File: src/rtl/qbs_pkg.sv
// ----------------------------------------------------------------------------
// qbs_pkg: shared definitions for the quadratic Bezier sampler
// Register indexes, widths, default parameter values and sequencer states.
// ----------------------------------------------------------------------------
package qbs_pkg;

    localparam int DEF_MAX_SEGMENTS_LOG2 = 10;
    localparam int DEF_COORD_WIDTH       = 16;

    localparam int CFG_INDEX_W = 3;
    localparam int SEG_LOG2_W  = 4;

    localparam logic [SEG_LOG2_W-1:0] SEG_LOG2_RESET = 4'd7;

    localparam logic [CFG_INDEX_W-1:0] REG_START_X       = 3'd0;
    localparam logic [CFG_INDEX_W-1:0] REG_START_Y       = 3'd1;
    localparam logic [CFG_INDEX_W-1:0] REG_CTRL_X        = 3'd2;
    localparam logic [CFG_INDEX_W-1:0] REG_CTRL_Y        = 3'd3;
    localparam logic [CFG_INDEX_W-1:0] REG_END_X         = 3'd4;
    localparam logic [CFG_INDEX_W-1:0] REG_END_Y         = 3'd5;
    localparam logic [CFG_INDEX_W-1:0] REG_SEGMENTS_LOG2 = 3'd6;

    typedef enum logic [1:0] {
        QBS_IDLE,
        QBS_RUN,
        QBS_DONE
    } qbs_state_t;

endpackage

File: src/rtl/qbs_mul.sv
// ----------------------------------------------------------------------------
// qbs_mul: registered shared multiplier
// Unsigned weight times signed operand, product registered.
// ----------------------------------------------------------------------------
module qbs_mul
    import qbs_pkg::*;
#(
    parameter int AW = 21,
    parameter int BW = 16
)
(
    input  logic                     clk,
    input  logic [AW-1:0]            a,
    input  logic signed [BW-1:0]     b,
    output logic signed [AW+BW:0]    p
);

    logic signed [AW+BW:0] p_reg;
    logic signed [AW+BW:0] p_next;

    assign p_next = $signed({1'b0, a}) * b;

    always_ff @(posedge clk)
    begin
        p_reg <= p_next;
    end

    assign p = p_reg;

endmodule

File: src/rtl/quadratic_bezier_sampler.sv
// ----------------------------------------------------------------------------
// quadratic_bezier_sampler: quadratic Bezier curve flattener
// Samples a configured three-point curve at t = k/N with a running box.
// ----------------------------------------------------------------------------
// Usage. The six control point coordinates and the segment exponent are
// written through the configuration channel (cfg_valid, cfg_ready, cfg_index,
// cfg_data); cfg_ready is always high and writes are meant to happen while the
// block is idle. Each beat on the input channel (in_valid, in_ready, restart)
// asks for one sample: restart high goes back to t = 0 and clears the bounding
// box, restart low moves on to the next sample. Past the curve end the end
// point is repeated with last set.
// Each beat gives one beat on the output channel carrying the point, the last
// flag and the bounding box including that point. The output is held in a
// register, so a stalled receiver does not hold up the work on the next beat;
// only the final load waits for the register to empty.
// The block takes a new input beat only while idle, once the previous sample
// has been loaded into the output register, and a stall on the output holds
// that load. The work is done by the single registered multiplier, which forms
// the squares of k and N-k and then six weight-times-coordinate products in
// turn, followed by the divide by N squared and then the box update.
// Reset clears the control points, sets the segment exponent to 7, returns the
// sample index to zero and sets the box to its empty state (minimum at the
// largest positive coordinate, maximum at zero).
// ----------------------------------------------------------------------------
module quadratic_bezier_sampler
    import qbs_pkg::*;
#(
    parameter int MAX_SEGMENTS_LOG2 = DEF_MAX_SEGMENTS_LOG2,
    parameter int COORD_WIDTH       = DEF_COORD_WIDTH
)
(
    input  logic                          clk,
    input  logic                          rst_n,

    input  logic                          in_valid,
    output logic                          in_ready,
    input  logic                          restart,

    output logic                          out_valid,
    input  logic                          out_ready,
    output logic signed [COORD_WIDTH-1:0] point_x,
    output logic signed [COORD_WIDTH-1:0] point_y,
    output logic                          last,
    output logic signed [COORD_WIDTH-1:0] box_min_x,
    output logic signed [COORD_WIDTH-1:0] box_min_y,
    output logic signed [COORD_WIDTH-1:0] box_max_x,
    output logic signed [COORD_WIDTH-1:0] box_max_y,

    input  logic                          cfg_valid,
    output logic                          cfg_ready,
    input  logic [CFG_INDEX_W-1:0]        cfg_index,
    input  logic [COORD_WIDTH-1:0]        cfg_data
);

    localparam int CW  = COORD_WIDTH;
    localparam int KW  = MAX_SEGMENTS_LOG2 + 1;          // sample index, holds N
    localparam int AW  = 2 * MAX_SEGMENTS_LOG2 + 1;      // weights, up to N squared
    localparam int BW  = (MAX_SEGMENTS_LOG2 + 2 > CW) ? MAX_SEGMENTS_LOG2 + 2 : CW;
    localparam int PW  = AW + BW + 1;                    // product and sum width
    localparam int LGW = $clog2(MAX_SEGMENTS_LOG2 + 1);
    localparam int SW  = LGW + 1;                        // shift by twice the exponent

    localparam logic signed [CW-1:0] BOX_MIN_RESET = {1'b0, {(CW-1){1'b1}}};

    // Sequencer steps while running.
    localparam logic [3:0] STEP_SQ_K  = 4'd0;
    localparam logic [3:0] STEP_SQ_R  = 4'd1;
    localparam logic [3:0] STEP_W0    = 4'd2;
    localparam logic [3:0] STEP_X0    = 4'd3;
    localparam logic [3:0] STEP_X1    = 4'd4;
    localparam logic [3:0] STEP_X2    = 4'd5;
    localparam logic [3:0] STEP_Y0    = 4'd6;
    localparam logic [3:0] STEP_Y1    = 4'd7;
    localparam logic [3:0] STEP_Y2    = 4'd8;
    localparam logic [3:0] STEP_SUM_Y = 4'd9;
    localparam logic [3:0] STEP_DIV   = 4'd10;

    // Configuration registers.
    logic signed [CW-1:0]     start_x_reg, start_y_reg;
    logic signed [CW-1:0]     ctrl_x_reg, ctrl_y_reg;
    logic signed [CW-1:0]     end_x_reg, end_y_reg;
    logic [SEG_LOG2_W-1:0]    seg_log2_reg;

    // Control state.
    qbs_state_t               state_reg, state_next;
    logic [3:0]               step_reg, step_next;
    logic [KW-1:0]            sample_index_reg, sample_index_next;
    logic                     out_valid_reg, out_valid_next;

    // Running box.
    logic signed [CW-1:0]     min_x_reg, min_y_reg, max_x_reg, max_y_reg;

    // Per-sample working registers.
    logic [KW-1:0]            k_reg, r_reg;
    logic                     last_reg;
    logic [LGW-1:0]           lg_reg;
    logic [AW-1:0]            w0_reg, w1_reg, w2_reg;
    logic signed [PW-1:0]     acc_reg, num_x_reg, num_y_reg;
    logic signed [CW-1:0]     px_reg, py_reg;

    // Output registers.
    logic signed [CW-1:0]     point_x_reg, point_y_reg;
    logic                     last_out_reg;
    logic signed [CW-1:0]     box_min_x_reg, box_min_y_reg, box_max_x_reg, box_max_y_reg;

    // Handshake decisions.
    logic                     accept;
    logic                     finish;

    // Sample set-up from the current index.
    logic [LGW-1:0]           lg_eff;
    logic [KW-1:0]            n_val, k_cur, k_eff;
    logic                     last_eff;

    // Shared multiplier.
    logic [AW-1:0]            mul_a;
    logic signed [BW-1:0]     mul_b;
    logic signed [PW-1:0]     prod;

    // Divide by N squared, truncating toward zero.
    logic [SW-1:0]            sh;
    logic signed [PW-1:0]     nsq_pw, bias_x, bias_y, quot_x, quot_y;
    logic [AW-1:0]            nsq_aw;
    logic signed [PW-1:0]     sum_next;

    // Box candidates.
    logic signed [CW-1:0]     min_x_new, min_y_new, max_x_new, max_y_new;

    // ------------------------------------------------------------------
    // Segment exponent saturates at the build limit; the index is clamped
    // to N when the segment count has been lowered part way along.
    // ------------------------------------------------------------------
    always_comb
    begin
        if (int'(seg_log2_reg) > MAX_SEGMENTS_LOG2)
            lg_eff = LGW'(MAX_SEGMENTS_LOG2);
        else
            lg_eff = LGW'(seg_log2_reg);
        n_val    = KW'(1) << lg_eff;
        k_cur    = restart ? '0 : sample_index_reg;
        k_eff    = (k_cur > n_val) ? n_val : k_cur;
        last_eff = (k_eff == n_val);
    end

    // ------------------------------------------------------------------
    // Sequencer: next state and handshake.
    // ------------------------------------------------------------------
    always_comb
    begin
        state_next        = state_reg;
        step_next         = step_reg;
        sample_index_next = sample_index_reg;
        out_valid_next    = out_valid_reg;
        accept            = 1'b0;
        finish            = 1'b0;

        if (out_valid_reg && out_ready)
            out_valid_next = 1'b0;

        unique case (state_reg)
            QBS_IDLE:
            begin
                if (in_valid)
                begin
                    accept            = 1'b1;
                    state_next        = QBS_RUN;
                    step_next         = STEP_SQ_K;
                    sample_index_next = last_eff ? n_val : k_eff + KW'(1);
                end
            end
            QBS_RUN:
            begin
                if (step_reg == STEP_DIV)
                    state_next = QBS_DONE;
                else
                    step_next = step_reg + 4'd1;
            end
            QBS_DONE:
            begin
                // Load the output register only when it is empty or being read in this cycle.
                if (!out_valid_reg || out_ready)
                begin
                    finish         = 1'b1;
                    out_valid_next = 1'b1;
                    state_next     = QBS_IDLE;
                end
            end
            default:
            begin
                state_next = QBS_IDLE;
            end
        endcase
    end

    always_ff @(posedge clk or negedge rst_n)
    begin
        if (!rst_n)
        begin
            state_reg        <= QBS_IDLE;
            step_reg         <= STEP_SQ_K;
            sample_index_reg <= '0;
            out_valid_reg    <= 1'b0;
        end
        else
        begin
            state_reg        <= state_next;
            step_reg         <= step_next;
            sample_index_reg <= sample_index_next;
            out_valid_reg    <= out_valid_next;
        end
    end

    // ------------------------------------------------------------------
    // Configuration writes; unknown indexes are ignored.
    // ------------------------------------------------------------------
    always_ff @(posedge clk or negedge rst_n)
    begin
        if (!rst_n)
        begin
            start_x_reg  <= '0;
            start_y_reg  <= '0;
            ctrl_x_reg   <= '0;
            ctrl_y_reg   <= '0;
            end_x_reg    <= '0;
            end_y_reg    <= '0;
            seg_log2_reg <= SEG_LOG2_RESET;
        end
        else if (cfg_valid)
        begin
            unique case (cfg_index)
                REG_START_X:       start_x_reg  <= $signed(cfg_data);
                REG_START_Y:       start_y_reg  <= $signed(cfg_data);
                REG_CTRL_X:        ctrl_x_reg   <= $signed(cfg_data);
                REG_CTRL_Y:        ctrl_y_reg   <= $signed(cfg_data);
                REG_END_X:         end_x_reg    <= $signed(cfg_data);
                REG_END_Y:         end_y_reg    <= $signed(cfg_data);
                REG_SEGMENTS_LOG2: seg_log2_reg <= cfg_data[SEG_LOG2_W-1:0];
                default:           ;
            endcase
        end
    end

    // ------------------------------------------------------------------
    // Operand selection for the shared multiplier. The weights are
    // (N-k)^2, 2k(N-k) and k^2; the middle one is N^2 less the other two.
    // ------------------------------------------------------------------
    always_comb
    begin
        mul_a = '0;
        mul_b = '0;
        case (step_reg)
            STEP_SQ_K:
            begin
                mul_a = AW'(k_reg);
                mul_b = $signed(BW'(k_reg));
            end
            STEP_SQ_R:
            begin
                mul_a = AW'(r_reg);
                mul_b = $signed(BW'(r_reg));
            end
            STEP_X0:
            begin
                mul_a = w0_reg;
                mul_b = BW'(start_x_reg);
            end
            STEP_X1:
            begin
                mul_a = w1_reg;
                mul_b = BW'(ctrl_x_reg);
            end
            STEP_X2:
            begin
                mul_a = w2_reg;
                mul_b = BW'(end_x_reg);
            end
            STEP_Y0:
            begin
                mul_a = w0_reg;
                mul_b = BW'(start_y_reg);
            end
            STEP_Y1:
            begin
                mul_a = w1_reg;
                mul_b = BW'(ctrl_y_reg);
            end
            STEP_Y2:
            begin
                mul_a = w2_reg;
                mul_b = BW'(end_y_reg);
            end
            default:
            begin
                mul_a = '0;
                mul_b = '0;
            end
        endcase
    end

    qbs_mul #(
        .AW (AW),
        .BW (BW)
    ) u_mul (
        .clk (clk),
        .a   (mul_a),
        .b   (mul_b),
        .p   (prod)
    );

    // ------------------------------------------------------------------
    // Divide by N squared as an arithmetic shift. Negative sums are biased
    // by N squared less one so that the shift truncates toward zero.
    // ------------------------------------------------------------------
    always_comb
    begin
        sh       = {lg_reg, 1'b0};
        nsq_pw   = PW'(1) << sh;
        nsq_aw   = AW'(1) << sh;
        bias_x   = num_x_reg[PW-1] ? nsq_pw - PW'(1) : '0;
        bias_y   = num_y_reg[PW-1] ? nsq_pw - PW'(1) : '0;
        quot_x   = (num_x_reg + bias_x) >>> sh;
        quot_y   = (num_y_reg + bias_y) >>> sh;
        sum_next = acc_reg + prod;
    end

    always_comb
    begin
        min_x_new = (px_reg < min_x_reg) ? px_reg : min_x_reg;
        min_y_new = (py_reg < min_y_reg) ? py_reg : min_y_reg;
        max_x_new = (px_reg > max_x_reg) ? px_reg : max_x_reg;
        max_y_new = (py_reg > max_y_reg) ? py_reg : max_y_reg;
    end

    // ------------------------------------------------------------------
    // Running bounding box: cleared by reset or by a restart beat, widened
    // by each finished sample.
    // ------------------------------------------------------------------
    always_ff @(posedge clk or negedge rst_n)
    begin
        if (!rst_n)
        begin
            min_x_reg <= BOX_MIN_RESET;
            min_y_reg <= BOX_MIN_RESET;
            max_x_reg <= '0;
            max_y_reg <= '0;
        end
        else if (accept && restart)
        begin
            min_x_reg <= BOX_MIN_RESET;
            min_y_reg <= BOX_MIN_RESET;
            max_x_reg <= '0;
            max_y_reg <= '0;
        end
        else if (finish)
        begin
            min_x_reg <= min_x_new;
            min_y_reg <= min_y_new;
            max_x_reg <= max_x_new;
            max_y_reg <= max_y_new;
        end
    end

    // ------------------------------------------------------------------
    // Working datapath registers.
    // ------------------------------------------------------------------
    always_ff @(posedge clk)
    begin
        if (accept)
        begin
            k_reg    <= k_eff;
            r_reg    <= n_val - k_eff;
            last_reg <= last_eff;
            lg_reg   <= lg_eff;
        end

        if (state_reg == QBS_RUN)
        begin
            case (step_reg)
                STEP_SQ_R:  w2_reg    <= prod[AW-1:0];
                STEP_W0:    w0_reg    <= prod[AW-1:0];
                STEP_X0:    w1_reg    <= nsq_aw - w0_reg - w2_reg;
                STEP_X1:    acc_reg   <= prod;
                STEP_X2:    acc_reg   <= sum_next;
                STEP_Y0:    num_x_reg <= sum_next;
                STEP_Y1:    acc_reg   <= prod;
                STEP_Y2:    acc_reg   <= sum_next;
                STEP_SUM_Y: num_y_reg <= sum_next;
                STEP_DIV:
                begin
                    px_reg <= quot_x[CW-1:0];
                    py_reg <= quot_y[CW-1:0];
                end
                default:    ;
            endcase
        end

        if (finish)
        begin
            point_x_reg   <= px_reg;
            point_y_reg   <= py_reg;
            last_out_reg  <= last_reg;
            box_min_x_reg <= min_x_new;
            box_min_y_reg <= min_y_new;
            box_max_x_reg <= max_x_new;
            box_max_y_reg <= max_y_new;
        end
    end

    assign in_ready  = (state_reg == QBS_IDLE);
    assign cfg_ready = 1'b1;
    assign out_valid = out_valid_reg;
    assign point_x   = point_x_reg;
    assign point_y   = point_y_reg;
    assign last      = last_out_reg;
    assign box_min_x = box_min_x_reg;
    assign box_min_y = box_min_y_reg;
    assign box_max_x = box_max_x_reg;
    assign box_max_y = box_max_y_reg;

endmodule
File: config.mk
export PLATFORM = sky130hd
export DESIGN_NAME = quadratic_bezier_sampler
export DESIGN_NICKNAME = d
export VERILOG_FILES = /design/src/rtl/qbs_pkg.sv /design/src/rtl/qbs_mul.sv /design/src/rtl/quadratic_bezier_sampler.sv
export SDC_FILE = /design/constraint.sdc
export NUM_CORES = 2
export LEC_CHECK = 0
export BUFFER_PORTS_ARGS = -buffer_cell sky130_fd_sc_hd__buf_2
export CAP_MARGIN = 25
export CORE_ASPECT_RATIO = 0.75
export CORE_MARGIN = 5
export CORE_UTILIZATION = 45
export DETAILED_ROUTE_END_ITERATION = 10
export PLACE_DENSITY = 0.66
export SYNTH_ARGS = -nofsm -noshare
export SYNTH_HDL_FRONTEND = slang
export SYNTH_HIERARCHICAL = 1
export SYNTH_SLANG_ARGS = --single-unit
File: constraint.sdc
create_clock -name clk -period 7 [get_ports clk]
set_input_delay 1.4 -clock clk [delete_from_list [all_inputs] [get_ports clk]]
set_output_delay 1.4 -clock clk [all_outputs]
set_load 0.05 [all_outputs]
==> flow_summary_export.csv <==
group,metric,value,unit
final_layout,finalCoreUtilization,0.520,
timing,fin_tns_setup,-0.00461,ns
yosys,yosysWarningCount,6,
timing,max_freq,143,MHz
timing,skew,0.0475,ns
place,dpl_cell_area,49400,um^2
detailed_routing,antenna_left,0,
detailed_routing,wl_per_cell,20.2,um
critical_path,startpoint_type,"flip-flop",
detailed_routing,first_pass_iters,7,
yosys,yosys.area.top_type,"edfxtp_1",
floorplan,initial_core_util,0.452,
critical_path,critPathArrivalTime,7.51,ns
cts,cts-root-buf,"clkbuf_16",
cts,cts_tree,"built",
cts,hold_buffers,0,
detailed_routing,via_per_inst,5.69,
floorplan,die_h,285,um
place,place.gp.congestion,0.923,
critical_path,critical_path_class,"reg -> reg",
critical_path,crit_slowest_cell,"fa_1",
grt,grt_pass1_vias,35400,
place,place_hpwl,96600,um
cts,cts_buffer_depth,3,
yosys,synthTopCellsByCount,"535 x inv_1, 519 x nand2_1, 357 x ha_1, 333 x edfxtp_1, 285 x nor2_1",
yosys,synth_cells,4697,
timing,hold_violations,0,
yosys,synthTopCellsByArea,"edfxtp_1 22%, fa_1 12%, ha_1 9.8%",
final_layout,num_antenna_cells,0,
yosys,synth_cell_types,107,
timing,fin_ws,-0.00232,ns
run_status,status,"complete, but fails checks",
detailed_routing,drcViolationCount,0,
critical_path,cp_slowest_stage_delay,0.54,ns
floorplan,num_io_pins,125,
grt,grt_pass1_wl,201000,um
timing,period_share,1.00,
floorplan,dieArea,108000,um^2
yosys,synthFlopType,"edfxtp_1",
yosys,seq_area_frac_synth,0.337,
place,numPortBuffers,123,
final_layout,fin_area,52400,um^2
cts,clkSlewWorstSetupHoldPaths,0.07,ns
yosys,synth_top_area_frac,0.220,
yosys,synth_area,45500,um^2
critical_path,endpoint_kind,"flip-flop",
cts,clk_latency,0.65,ns
grt,grt_overflow_total,0,
timing,slew_viol_final,0,
timing,max_slew_margin,0.303,
run_status,violations,"negative setup slack",
grt,grt_max_degree,143,
final_layout,syn_to_final_growth,15.1,%
floorplan,core,101000,um^2
final_layout,nets,5585,
yosys,synth.most_common_cell,"inv_1",
timing,tightest_slew,1.04,ns
cts,cts_buffers,53,
critical_path,crit_path_max_fanout,13,
yosys,synth_area_per_cell,9.69,um^2
timing,rsz0062_at_grt,"true",
detailed_routing,initialDrtViolationCount,3356,
timing,setup_viol_count_final,2,
floorplan,die_w,377,um
critical_path,worst_ep_required_time,7.51,ns
critical_path,crit_top_cell,"fa_1",
yosys,synth-edff-count,333,
yosys,synth-seq-cells,553,
cts,clock_sinks,553,
final_layout,drive_gt1_frac,0.194,
grt,antenna_found_initial,1,
detailed_routing,wl,127000,um
timing,post-route-min-period,7.00,ns
yosys,async_reset_ff_frac,0.329,
cts,htree_num_levels,2,
grt,track_usage,0.233,
hold_path,hp-class,"reg -> reg",
floorplan,rows,101,
detailed_routing,route.vias.total,35900,
timing,holdWs,0.448,ns
job,cap_violations,0,
[layout by cell type (no fill, tap or decap), drive strengths merged, types with 93 or more instances in the layout]
cell    count
inv       547
edfxtp    333
mux2      176
buf       397
xnor2     109
nand2     519
a21o       93
and2      175
fa        279
dfrtp     149
nor2      286
o21ai     217
a21oi     242
ha        357
[worst max-delay path: cells and delay by family, from the launching register on]
| family | cells | cell delay, ns |
|---|---|---|
| adders and majority gates | 8 | 3.58 |
| buffers and inverters | 7 | 0.74 |
| xor gates and xnor gates | 1 | 0.16 |
| and+or+nand+nor | 5 | 0.93 |
| DFF | 1 | 0.43 |
| AOI/OAI and AO/OA | 6 | 1.01 |
[logic make-up (layout without fill, tap and decap cells)]
logic type / Yosys count / after routing / share of synthesized area
other: 2 / 3 / 0.000165
flip-flops: 553 / 553 / 0.337
multiplexers: 254 / 254 / 0.0629
AND/OR/NAND/NOR: 1339 / 1339 / 0.139
buffers and inverters: 765 / 1036 / 0.0644
adder cells (fa/ha/maj): 636 / 636 / 0.221
XOR/XNOR: 178 / 178 / 0.0344
AO/OA/AOI/OAI: 970 / 970 / 0.142
[cell type report]
| type | count | area (um^2) |
|---|---|---|
| Timing Repair Buffer | 398 | 3180 |
| Tap cell | 1339 | 1680 |
| Clock inverter | 40 | 494 |
| Multi-Input combinational cell | 3380 | 28300 |
| Fill cell | 9070 | 48400 |
| Inverter | 538 | 2030 |
| Clock buffer | 60 | 1400 |
| Sequential cell | 553 | 15400 |
[per-layer routing]
| layer | routed length (um) | vias to the layer above | GRT usage |
|---|---|---|---|
| met1 | 57700 | 17600 | 0.343 |
| li1 | - | 16700 | - |
| met4 | 3430 | 2 | 0.0598 |
| met2 | 54800 | 1382 | 0.350 |
| met5 | 11 | - | 0 |
| met3 | 11500 | 217 | 0.0505 |
[path summary, 6_finish.rpt]
| path | end | slack, ns | cells after the start | start |
|---|---|---|---|---|
| min in group asynchronous | max_x_reg[9] | 0.66 | 1 | rst_n |
| worst max register to register | u_mul/p[33] | -0.002 | 27 | step_reg[1] |
| worst min-delay path | last | 0.45 | 0 | last_reg |
| worst max-delay path | u_mul/p[33] | -0.002 | 27 | step_reg[1] |
| max in group asynchronous | ctrl_x_reg[7] | 5.06 | 2 | rst_n |
| worst min register to register | last | 0.45 | 0 | last_reg |
[per-stage QoR]
stage	std cells	setup WS (ns)
floorplan	4698	-0.0214
global placement	6191	-0.489
detailed placement	6194	-0.567
CTS	6300	-0.0246
global route	6308	-0.284
finish	6308	-0.00232
[timing repair]
action / in CTS / in global routing
resized for setup: 119 / 136
endpoints found under the setup margin: 20 / 20
buffers inserted: 5 / 11
cloned: 2 / 0
pin swaps: 86 / 84
Power is left out: the tool's default activity adds up to more than one toggle a clock period on the data nets, which glitch-free logic cannot reach.
